### src/rtl/core/mtavt_pkg.sv
// Shared types and constants for the multi-turn angle and velocity tracker.
package mtavt_pkg;

    localparam int THR_W      = 12;
    localparam int TIME_W     = 32;
    localparam int TURN_W     = 16;
    localparam int FB_W       = 16;
    localparam int VEL_W      = 32;
    localparam int CFG_IDX_W  = 2;
    localparam int CFG_DATA_W = 32;

    localparam logic [CFG_IDX_W-1:0] CFG_WRAP_THRESHOLD    = 2'd0;
    localparam logic [CFG_IDX_W-1:0] CFG_MAX_INTERVAL      = 2'd1;
    localparam logic [CFG_IDX_W-1:0] CFG_FALLBACK_INTERVAL = 2'd2;

    localparam logic [THR_W-1:0]  RST_WRAP_THRESHOLD    = 12'd3277;
    localparam logic [TIME_W-1:0] RST_MAX_INTERVAL      = 32'd100000;
    localparam logic [FB_W-1:0]   RST_FALLBACK_INTERVAL = 16'd10;

    localparam int               MICROS_W     = 20;
    localparam logic [MICROS_W-1:0] MICROS_PER_S = 20'd1000000;

    localparam logic [VEL_W-1:0] VEL_MAX = 32'h7FFF_FFFF;
    localparam logic [VEL_W-1:0] VEL_MIN = 32'h8000_0000;

    localparam int QUEUE_DEPTH = 4;

    typedef struct packed {
        logic [THR_W-1:0]  wrap_threshold;
        logic [TIME_W-1:0] max_interval_us;
        logic [FB_W-1:0]   fallback_interval_us;
    } t_cfg;

endpackage

### src/rtl/core/multi_turn_angle_velocity_tracker.sv
// Multi-turn angle tracker with velocity estimate: top level, config registers, checks.
// Each input beat is a sample (action 0) or a velocity request (action 1) and gives
// one result beat. The front part unwraps sample angles into a signed turn count in
// the cycle the beat is taken and queues a snapshot (four entries); it stalls only
// when that queue is full. The back part answers a sample by loading the output
// register when free; a request runs: form the count change, multiply by
// 10^6, range check, 32 steps of a restoring divider (skipped on overflow), then
// saturate and load the output register. The result holds the angle and turn
// count after the beat and, for requests, the velocity in counts per second,
// truncated toward zero and saturated to 32 bits. The user must write registers
// through i_cfg_we / i_cfg_index / i_cfg_data only while idle; it is not enforced.
module multi_turn_angle_velocity_tracker #(
    parameter int COUNTS_PER_TURN_BITS = 12
) (
    input  logic                                i_clk,
    input  logic                                i_rst_n,
    input  logic                                i_cfg_we,
    input  logic [mtavt_pkg::CFG_IDX_W-1:0]     i_cfg_index,
    input  logic [mtavt_pkg::CFG_DATA_W-1:0]    i_cfg_data,
    input  logic                                i_in_valid,
    output logic                                o_in_stall,
    input  logic                                i_action,
    input  logic [COUNTS_PER_TURN_BITS-1:0]     i_raw_angle,
    input  logic [mtavt_pkg::TIME_W-1:0]        i_timestamp_us,
    output logic                                o_out_valid,
    input  logic                                i_out_stall,
    output logic [COUNTS_PER_TURN_BITS-1:0]     o_angle_count,
    output logic signed [mtavt_pkg::TURN_W-1:0] o_turn_count,
    output logic signed [mtavt_pkg::VEL_W-1:0]  o_velocity,
    output logic                                o_velocity_valid
);
    localparam int ANG_W = COUNTS_PER_TURN_BITS;
    localparam int ENT_W = 1 + ANG_W + mtavt_pkg::TURN_W + mtavt_pkg::TIME_W;

    mtavt_pkg::t_cfg r_cfg;

    always_ff @(posedge i_clk) begin
        if (!i_rst_n) begin
            r_cfg.wrap_threshold       <= mtavt_pkg::RST_WRAP_THRESHOLD;
            r_cfg.max_interval_us      <= mtavt_pkg::RST_MAX_INTERVAL;
            r_cfg.fallback_interval_us <= mtavt_pkg::RST_FALLBACK_INTERVAL;
        end else if (i_cfg_we) begin
            unique case (i_cfg_index)
                mtavt_pkg::CFG_WRAP_THRESHOLD: begin
                    r_cfg.wrap_threshold <= i_cfg_data[mtavt_pkg::THR_W-1:0];
                end
                mtavt_pkg::CFG_MAX_INTERVAL: begin
                    r_cfg.max_interval_us <= i_cfg_data[mtavt_pkg::TIME_W-1:0];
                end
                mtavt_pkg::CFG_FALLBACK_INTERVAL: begin
                    r_cfg.fallback_interval_us <= i_cfg_data[mtavt_pkg::FB_W-1:0];
                end
                default: begin
                end
            endcase
        end
    end

    logic             w_push;
    logic             w_pop;
    logic             w_q_full;
    logic             w_q_empty;
    logic [ENT_W-1:0] w_push_entry;
    logic [ENT_W-1:0] w_head;
    logic [mtavt_pkg::TURN_W-1:0] w_turns;
    logic [mtavt_pkg::VEL_W-1:0]  w_vel;

    mtavt_front #(
        .ANG_W (ANG_W),
        .ENT_W (ENT_W)
    ) u_front (
        .i_clk          (i_clk),
        .i_rst_n        (i_rst_n),
        .i_cfg          (r_cfg),
        .i_valid        (i_in_valid),
        .i_action       (i_action),
        .i_raw_angle    (i_raw_angle),
        .i_timestamp_us (i_timestamp_us),
        .i_q_full       (w_q_full),
        .o_stall        (o_in_stall),
        .o_push         (w_push),
        .o_entry        (w_push_entry)
    );

    mtavt_fifo #(
        .W     (ENT_W),
        .DEPTH (mtavt_pkg::QUEUE_DEPTH)
    ) u_queue (
        .i_clk   (i_clk),
        .i_rst_n (i_rst_n),
        .i_push  (w_push),
        .i_data  (w_push_entry),
        .i_pop   (w_pop),
        .o_head  (w_head),
        .o_full  (w_q_full),
        .o_empty (w_q_empty)
    );

    mtavt_back #(
        .ANG_W (ANG_W),
        .ENT_W (ENT_W)
    ) u_back (
        .i_clk            (i_clk),
        .i_rst_n          (i_rst_n),
        .i_cfg            (r_cfg),
        .i_q_empty        (w_q_empty),
        .i_q_head         (w_head),
        .o_pop            (w_pop),
        .i_out_stall      (i_out_stall),
        .o_out_valid      (o_out_valid),
        .o_angle_count    (o_angle_count),
        .o_turn_count     (w_turns),
        .o_velocity       (w_vel),
        .o_velocity_valid (o_velocity_valid)
    );

    assign o_turn_count = signed'(w_turns);
    assign o_velocity   = signed'(w_vel);

`ifndef ASSERT_OFF
    // sample results never carry a velocity
    a_sample_vel_zero: assert property (@(posedge i_clk) disable iff (!i_rst_n)
        (o_out_valid && !o_velocity_valid) |-> (o_velocity == '0))
        else $error("sample result with nonzero velocity");

    // no result beat may appear right after reset
    a_no_out_after_rst: assert property (@(posedge i_clk)
        (!i_rst_n) |=> !o_out_valid)
        else $error("result valid right after reset");

    // the back part never pops an empty queue
    a_no_pop_empty: assert property (@(posedge i_clk) disable iff (!i_rst_n)
        w_pop |-> !w_q_empty)
        else $error("queue popped while empty");
`endif

endmodule

### src/rtl/core/mtavt_fifo.sv
// Small register queue between the front and back parts.
module mtavt_fifo #(
    parameter int W     = 8,
    parameter int DEPTH = 4
) (
    input  logic         i_clk,
    input  logic         i_rst_n,
    input  logic         i_push,
    input  logic [W-1:0] i_data,
    input  logic         i_pop,
    output logic [W-1:0] o_head,
    output logic         o_full,
    output logic         o_empty
);
    localparam int PTR_W = (DEPTH > 1) ? $clog2(DEPTH) : 1;
    localparam int CNT_W = PTR_W + 1;

    logic [W-1:0]     r_mem [DEPTH];
    logic [PTR_W-1:0] r_wr_ptr;
    logic [PTR_W-1:0] r_rd_ptr;
    logic [CNT_W-1:0] r_count;

    assign o_full  = (r_count == CNT_W'(DEPTH));
    assign o_empty = (r_count == '0);
    assign o_head  = r_mem[r_rd_ptr];

    always_ff @(posedge i_clk) begin
        if (!i_rst_n) begin
            r_wr_ptr <= '0;
            r_rd_ptr <= '0;
            r_count  <= '0;
        end else begin
            if (i_push) begin
                r_wr_ptr <= (r_wr_ptr == PTR_W'(DEPTH - 1)) ? '0 : r_wr_ptr + 1'b1;
            end
            if (i_pop) begin
                r_rd_ptr <= (r_rd_ptr == PTR_W'(DEPTH - 1)) ? '0 : r_rd_ptr + 1'b1;
            end
            if (i_push && !i_pop) begin
                r_count <= r_count + 1'b1;
            end else if (!i_push && i_pop) begin
                r_count <= r_count - 1'b1;
            end
        end
    end

    always_ff @(posedge i_clk) begin
        if (i_push) begin
            r_mem[r_wr_ptr] <= i_data;
        end
    end

endmodule

### src/rtl/core/mtavt_front.sv
// Front part: accepts beats, unwraps sample angles into turns, queues snapshots.
module mtavt_front #(
    parameter int ANG_W = 12,
    parameter int ENT_W = 1 + ANG_W + mtavt_pkg::TURN_W + mtavt_pkg::TIME_W
) (
    input  logic                          i_clk,
    input  logic                          i_rst_n,
    input  mtavt_pkg::t_cfg               i_cfg,
    input  logic                          i_valid,
    input  logic                          i_action,
    input  logic [ANG_W-1:0]              i_raw_angle,
    input  logic [mtavt_pkg::TIME_W-1:0]  i_timestamp_us,
    input  logic                          i_q_full,
    output logic                          o_stall,
    output logic                          o_push,
    output logic [ENT_W-1:0]              o_entry
);
    localparam int CW = ANG_W + 14;

    logic [ANG_W-1:0]             r_last_angle;
    logic [mtavt_pkg::TURN_W-1:0] r_turns;
    logic [mtavt_pkg::TIME_W-1:0] r_last_time;
    logic [mtavt_pkg::TURN_W-1:0] n_turns;

    logic signed [CW-1:0] w_diff;
    logic signed [CW-1:0] w_thr;
    logic                 w_acc;

    assign o_stall = i_q_full;
    assign w_acc   = i_valid && !i_q_full;
    assign o_push  = w_acc;

    assign w_diff = signed'(CW'(i_raw_angle)) - signed'(CW'(r_last_angle));
    assign w_thr  = signed'(CW'(i_cfg.wrap_threshold));

    // jump forward past the threshold means we crossed zero backwards
    always_comb begin
        n_turns = r_turns;
        if (w_diff > w_thr) begin
            n_turns = r_turns - 1'b1;
        end else if (w_diff < -w_thr) begin
            n_turns = r_turns + 1'b1;
        end
    end

    // entry: {time, turns, angle, action}; requests carry the pre-request state
    always_comb begin
        if (i_action) begin
            o_entry = {r_last_time, r_turns, r_last_angle, 1'b1};
        end else begin
            o_entry = {i_timestamp_us, n_turns, i_raw_angle, 1'b0};
        end
    end

    always_ff @(posedge i_clk) begin
        if (!i_rst_n) begin
            r_last_angle <= '0;
            r_turns      <= '0;
            r_last_time  <= '0;
        end else if (w_acc && !i_action) begin
            r_last_angle <= i_raw_angle;
            r_turns      <= n_turns;
            r_last_time  <= i_timestamp_us;
        end
    end

endmodule

### src/rtl/core/mtavt_back.sv
// Back part: emits sample results and runs the velocity divide for requests.
module mtavt_back #(
    parameter int ANG_W = 12,
    parameter int ENT_W = 1 + ANG_W + mtavt_pkg::TURN_W + mtavt_pkg::TIME_W
) (
    input  logic                          i_clk,
    input  logic                          i_rst_n,
    input  mtavt_pkg::t_cfg               i_cfg,
    input  logic                          i_q_empty,
    input  logic [ENT_W-1:0]              i_q_head,
    output logic                          o_pop,
    input  logic                          i_out_stall,
    output logic                          o_out_valid,
    output logic [ANG_W-1:0]              o_angle_count,
    output logic [mtavt_pkg::TURN_W-1:0]  o_turn_count,
    output logic [mtavt_pkg::VEL_W-1:0]   o_velocity,
    output logic                          o_velocity_valid
);
    localparam int TURN_W  = mtavt_pkg::TURN_W;
    localparam int TIME_W  = mtavt_pkg::TIME_W;
    localparam int VEL_W   = mtavt_pkg::VEL_W;
    localparam int DELTA_W = ANG_W + 17;
    localparam int MAG_W   = ANG_W + 16;
    localparam int DVD_W   = MAG_W + mtavt_pkg::MICROS_W;
    localparam int QB      = 32;
    localparam int HI_W    = DVD_W - QB;
    localparam int CNT_W   = $clog2(QB);

    localparam logic [2:0] ST_IDLE = 3'd0;
    localparam logic [2:0] ST_MUL  = 3'd1;
    localparam logic [2:0] ST_CHK  = 3'd2;
    localparam logic [2:0] ST_DIV  = 3'd3;
    localparam logic [2:0] ST_DONE = 3'd4;

    // head entry fields
    logic                h_action;
    logic [ANG_W-1:0]    h_angle;
    logic [TURN_W-1:0]   h_turns;
    logic [TIME_W-1:0]   h_time;

    assign h_action = i_q_head[0];
    assign h_angle  = i_q_head[ANG_W:1];
    assign h_turns  = i_q_head[ANG_W+TURN_W:ANG_W+1];
    assign h_time   = i_q_head[ENT_W-1:ANG_W+TURN_W+1];

    logic [2:0]          r_state, n_state;
    logic [ANG_W-1:0]    r_ref_angle;
    logic [TURN_W-1:0]   r_ref_turns;
    logic [TIME_W-1:0]   r_ref_time;
    logic                r_out_valid;

    logic [ANG_W-1:0]    r_res_angle;
    logic [TURN_W-1:0]   r_res_turns;
    logic                r_neg;
    logic                r_ovf;
    logic [MAG_W-1:0]    r_mag;
    logic [TIME_W-1:0]   r_elapsed;
    logic [DVD_W-1:0]    r_dvd;
    logic [QB-1:0]       r_div;
    logic [QB-1:0]       r_rem;
    logic [QB-1:0]       r_q;
    logic [CNT_W-1:0]    r_cnt;

    logic [ANG_W-1:0]    r_out_angle;
    logic [TURN_W-1:0]   r_out_turns;
    logic [VEL_W-1:0]    r_out_vel;
    logic                r_out_vv;

    // delta since the reference point
    logic signed [TURN_W-1:0]  w_dturn;
    logic signed [DELTA_W-1:0] w_delta;
    logic signed [DELTA_W-1:0] w_delta_abs;

    assign w_dturn     = signed'(h_turns - r_ref_turns);
    assign w_delta     = (DELTA_W'(w_dturn) <<< ANG_W)
                       + (signed'(DELTA_W'(h_angle)) - signed'(DELTA_W'(r_ref_angle)));
    assign w_delta_abs = w_delta[DELTA_W-1] ? -w_delta : w_delta;

    // interval selection
    logic [QB-1:0] w_fb;
    logic [QB-1:0] w_intv;

    assign w_fb   = (i_cfg.fallback_interval_us == '0) ? QB'(1)
                                                       : QB'(i_cfg.fallback_interval_us);
    assign w_intv = (r_elapsed == '0 || r_elapsed > i_cfg.max_interval_us) ? w_fb
                                                                           : r_elapsed;

    // quotient only fits in 32 bits when the upper dividend part is below the divisor
    logic [HI_W-1:0] w_hi;
    logic            w_big;

    assign w_hi  = r_dvd[DVD_W-1:QB];
    assign w_big = (QB'(w_hi) >= r_div);

    // one restoring step
    logic [QB:0] w_rem_sh;
    logic [QB:0] w_sub;
    logic        w_ge;

    assign w_rem_sh = {r_rem, r_q[QB-1]};
    assign w_sub    = w_rem_sh - {1'b0, r_div};
    assign w_ge     = (w_rem_sh >= {1'b0, r_div});

    // saturate into signed 32 bits
    logic [VEL_W-1:0] w_vel;

    always_comb begin
        if (r_ovf) begin
            w_vel = r_neg ? mtavt_pkg::VEL_MIN : mtavt_pkg::VEL_MAX;
        end else if (!r_neg) begin
            w_vel = r_q[QB-1] ? mtavt_pkg::VEL_MAX : r_q;
        end else begin
            w_vel = (r_q > mtavt_pkg::VEL_MIN) ? mtavt_pkg::VEL_MIN : (~r_q + 1'b1);
        end
    end

    logic w_out_free;
    logic w_load;
    logic w_load_vel;

    assign w_out_free = !r_out_valid || !i_out_stall;

    always_comb begin
        n_state    = r_state;
        o_pop      = 1'b0;
        w_load     = 1'b0;
        w_load_vel = 1'b0;
        unique case (r_state)
            ST_IDLE: begin
                if (!i_q_empty) begin
                    if (!h_action) begin
                        if (w_out_free) begin
                            o_pop  = 1'b1;
                            w_load = 1'b1;
                        end
                    end else begin
                        o_pop   = 1'b1;
                        n_state = ST_MUL;
                    end
                end
            end
            ST_MUL: begin
                n_state = ST_CHK;
            end
            ST_CHK: begin
                n_state = w_big ? ST_DONE : ST_DIV;
            end
            ST_DIV: begin
                if (r_cnt == CNT_W'(QB - 1)) begin
                    n_state = ST_DONE;
                end
            end
            ST_DONE: begin
                if (w_out_free) begin
                    w_load     = 1'b1;
                    w_load_vel = 1'b1;
                    n_state    = ST_IDLE;
                end
            end
            default: begin
                n_state = ST_IDLE;
            end
        endcase
    end

    always_ff @(posedge i_clk) begin
        if (!i_rst_n) begin
            r_state     <= ST_IDLE;
            r_ref_angle <= '0;
            r_ref_turns <= '0;
            r_ref_time  <= '0;
            r_out_valid <= 1'b0;
        end else begin
            r_state <= n_state;
            if (r_state == ST_IDLE && o_pop && h_action) begin
                r_ref_angle <= h_angle;
                r_ref_turns <= h_turns;
                r_ref_time  <= h_time;
            end
            if (w_load) begin
                r_out_valid <= 1'b1;
            end else if (!i_out_stall) begin
                r_out_valid <= 1'b0;
            end
        end
    end

    always_ff @(posedge i_clk) begin
        if (r_state == ST_IDLE && o_pop && h_action) begin
            r_res_angle <= h_angle;
            r_res_turns <= h_turns;
            r_neg       <= w_delta[DELTA_W-1];
            r_mag       <= w_delta_abs[MAG_W-1:0];
            r_elapsed   <= h_time - r_ref_time;
        end
        if (r_state == ST_MUL) begin
            r_dvd <= DVD_W'(r_mag) * DVD_W'(mtavt_pkg::MICROS_PER_S);
            r_div <= w_intv;
        end
        if (r_state == ST_CHK) begin
            r_ovf <= w_big;
            r_rem <= QB'(w_hi);
            r_q   <= r_dvd[QB-1:0];
            r_cnt <= '0;
        end
        if (r_state == ST_DIV) begin
            r_rem <= w_ge ? w_sub[QB-1:0] : w_rem_sh[QB-1:0];
            r_q   <= {r_q[QB-2:0], w_ge};
            r_cnt <= r_cnt + 1'b1;
        end
        if (w_load) begin
            r_out_angle <= w_load_vel ? r_res_angle : h_angle;
            r_out_turns <= w_load_vel ? r_res_turns : h_turns;
            r_out_vel   <= w_load_vel ? w_vel : '0;
            r_out_vv    <= w_load_vel;
        end
    end

    assign o_out_valid      = r_out_valid;
    assign o_angle_count    = r_out_angle;
    assign o_turn_count     = r_out_turns;
    assign o_velocity       = r_out_vel;
    assign o_velocity_valid = r_out_vv;

endmodule
### config.mk
export PLATFORM = sky130hd
export DESIGN_NAME = multi_turn_angle_velocity_tracker
export DESIGN_NICKNAME = d
export VERILOG_FILES = /design/src/rtl/core/mtavt_pkg.sv /design/src/rtl/core/multi_turn_angle_velocity_tracker.sv /design/src/rtl/core/mtavt_fifo.sv /design/src/rtl/core/mtavt_front.sv /design/src/rtl/core/mtavt_back.sv
export SDC_FILE = /design/constraint.sdc
export NUM_CORES = 2
export LEC_CHECK = 0
export BUFFER_PORTS_ARGS = -buffer_cell sky130_fd_sc_hd__buf_2
export CORE_AREA = 4 4 286 288
export DETAILED_ROUTE_END_ITERATION = 6
export DIE_AREA = 0 0 290 292
export PLACE_DENSITY = 0.74
export SKIP_CTS_REPAIR_TIMING = 1
export SLEW_MARGIN = 20
export SYNTH_ARGS = -nofsm -noshare
export SYNTH_HDL_FRONTEND = slang
export SYNTH_HIERARCHICAL = 1
export SYNTH_SLANG_ARGS = --single-unit
### constraint.sdc
create_clock -name i_clk -period 6.9 [get_ports i_clk]
set_input_delay 0.69 -clock i_clk [delete_from_list [all_inputs] [get_ports i_clk]]
set_output_delay 0.69 -clock i_clk [all_outputs]
set_load 0.03 [all_outputs]
==> flow_summary.json <==
{
  "insertion_delay_ps": 650,
  "reg2reg_slack_ps": 610,
  "cts_buffer_depth": 3,
  "drt_pass1_iterations": 6,
  "htree_levels": 3,
  "yosys.area.top_type": "edfxtp_1",
  "final_cells": 5449,
  "r2r-end": "u_back/r_dvd[45]",
  "grt_usage_pct": 23.6,
  "core_area_um2": 78900,
  "place_inst": 5300,
  "start_util_pct": 56.9,
  "dp_hpwl_um": 72200,
  "worst_pin_slew_ps": 1100,
  "setup-violations-final": 0,
  "worstSetupEndpoint": "u_back/r_dvd[45]",
  "grt_max_degree": 124,
  "drive_gt1_share_pct": 10.8,
  "numCtsBuffers": 79,
  "synth.distinct_cells": 99,
  "setup-tns-final_ps": 0,
  "relSlewSlack_pct": 26.5,
  "ys.flop_type": "edfxtp_1",
  "crit_fanout": 7,
  "area_growth_syn_to_layout_pct": 9.61,
  "synth_warnings": 6,
  "die_h_um": 292,
  "start_kind": "flop",
  "wl_per_cell_um": 18.7,
  "rsz0062_at_grt": "no",
  "layout_common_cells": "nand2_1, edfxtp_1, inv_1, ha_1, nor2_1",
  "hold_path_class": "primary input to flop",
  "vias_per_cell": 5.79,
  "cts_root_buffer": "clkbuf_16",
  "seq_area_frac_synth_pct": 44.6,
  "gp_congestion": 0.888,
  "timing.rr.start": "u_back/r_mag[9]",
  "ios": 147,
  "die_x_um": 290,
  "nets": 4889,
  "antenna_found_initial": 3,
  "antenna_left": 0,
  "numClockSinks": 731,
  "cap_viol_max_count": 0,
  "path_clk_slew_ps": 60,
  "critPathCaptureType": "flop",
  "worstRegToRegCells": 21,
  "syn_inst": 4232,
  "avgSynthCellArea_um2": 10.6,
  "drt_iter0_drc": 2245,
  "path_class": "flop to flop",
  "period_share_pct": 91.2,
  "synth_fp_nets": 4790,
  "synth-edff-count": 538,
  "std_cell_rows": 103,
  "maxSlewViolCount": 0,
  "routed_wl_um": 102000,
  "grt_pass1_vias": 30400,
  "final_common_cell": "nand2_1",
  "hold_violations": 0,
  "synth_top_cell_area_share_pct": 36.0,
  "synth.cell_area_um2": 44900,
  "cts_tree": "done",
  "grt_pass1_wl_um": 163000,
  "arrival_ps": 6710,
  "critPathLaunch": "u_back/r_mag[9]",
  "period_needed_ps": 6290,
  "dieArea_um2": 84700,
  "route.detailed.drc": 0,
  "overflow": 0,
  "via_count": 31500,
  "io_buffers": 146,
  "yosys-top-cells-area": "edfxtp_1, ha_1, dfxtp_1, fa_1, nand2_1",
  "status": "finished, final reports clean",
  "required_ps": 7320,
  "ys_ff_latch": 731,
  "finClkSkew_ps": 38.2,
  "ys_async_sr_fraction_pct": 0,
  "fmax_ghz": 0.159
}
-- synth_stat cells (9+ instances only) --
cell / instances
nor4_1: 33
mux2_2: 46
o31ai_1: 18
a21boi_0: 117
o21bai_1: 17
clkbuf_1: 101
and3_1: 23
mux4_2: 60
o21a_1: 29
nand3b_1: 11
nand3_1: 68
xor2_1: 63
nor3b_1: 9
a22oi_1: 20
nor2b_1: 60
nor2_1: 214
nor3_1: 54
edfxtp_1: 538
or4_1: 10
a311o_1: 17
a21oi_1: 192
a211oi_1: 25
nand2b_1: 37
xnor2_1: 115
fa_1: 122
a211o_1: 13
nand4_1: 40
nand4b_1: 10
mux2i_1: 87
and2_1: 20
nand2_1: 648
a21o_1: 88
buf_1: 16
buf_2: 23
o21ai_0: 152
or3_1: 29
dfxtp_1: 193
a31oi_1: 26
o211ai_1: 24
inv_1: 373
or2_2: 9
ha_1: 352
-- metal layers --
| metal | routed length (um) | vias to the layer above | global-route usage [%] |
|---|---|---|---|
| met3 | 5840 | 193 | 3.80 |
| met2 | 46600 | 884 | 38.1 |
| met4 | 3190 | 2 | 7.20 |
| li1 | - | 15200 | - |
| met1 | 46100 | 15200 | 33.1 |
| met5 | 13 | - | 0 |
-- worst min-delay path by stage --
| stage | startpoint | end | slack (ps) | cells after the start |
|---|---|---|---|---|
| finish | i_timestamp_us[29] | u_front/r_last_time[29] | 290 | 3 |
| global route | i_cfg_data[30] | r_cfg[46] | 280 | 3 |
| CTS | i_timestamp_us[29] | u_front/r_last_time[29] | 260 | 3 |
| detailed placement | r_cfg[22] | r_cfg[22] | 450 | 2 |
| global placement | r_cfg[24] | r_cfg[24] | 440 | 2 |
| floorplan | r_cfg[17] | r_cfg[17] | 430 | 2 |
-- critical path, stage by stage (launching register included) --
cell	delay [ps]
edfxtp_1	460
inv_1	190
fa_1	570
inv_1	50
fa_1	500
fa_1	570
fa_1	420
ha_1	290
inv_1	50
fa_1	500
inv_1	40
ha_1	360
a21o_1	200
a21o_1	160
a21oi_1	210
o21ai_0	110
a21oi_1	190
a21o_1	170
a21oi_1	90
o21ai_0	220
or4b_2	600
o311ai_0	140
-- metrics by stage --
stage / util (%) / hold slack, ps / cell area, um2 / setup slack, ps
CTS: 62.3 / 261 / 49200 / 379
detailed placement: 58.8 / 448 / 46400 / 442
global route: 62.4 / 284 / 49200 / 23.6
floorplan: - / 435 / 44900 / 435
finish: 62.4 / 292 / 49200 / 609
global placement: 58.8 / 444 / 46400 / 561
-- kinds of logic after synthesis --
family | Yosys count | share of synthesized area, %
and+or+nand+nor | 1309 | 13.6
AOI/OAI and AO/OA | 811 | 12.0
muxes | 194 | 6.16
DFF | 731 | 44.6
adders and majority gates | 474 | 15.3
buffers and inverters | 535 | 4.95
xor gates and xnor gates | 178 | 3.47
-- area by class of cell --
type                    instances  area [um2]
clock inverters                38         549
clock buffers                 110        2220
multi-input cells            2966       22700
flip-flops and latches        731       20000
diodes                          1        2.50
fillers                      6340       29700
well taps                    1050        1310
inverters                     374        1410
repair buffers                179         985
-- state kept, by name (all words and copies together), names as in the netlist, 16 cells and up, named ones only --
| register | count |
|---|---|
| u_queue/r_mem | 244 |
| r_cfg | 60 |
| u_back/r_dvd | 42 |
| u_back/o_velocity | 32 |
| u_back/r_div | 32 |
| u_back/r_elapsed | 32 |
| u_back/r_q | 32 |
| u_back/r_ref_time | 32 |
| u_back/r_rem | 32 |
| u_front/r_last_time | 32 |
| u_back/r_mag | 28 |
| u_back/o_turn_count | 16 |
| u_back/r_ref_turns | 16 |
| u_back/r_res_turns | 16 |
| u_front/r_turns | 16 |
Power is not shown: default switching activity piles up to over one toggle a cycle in this logic, so the estimate is an artifact.
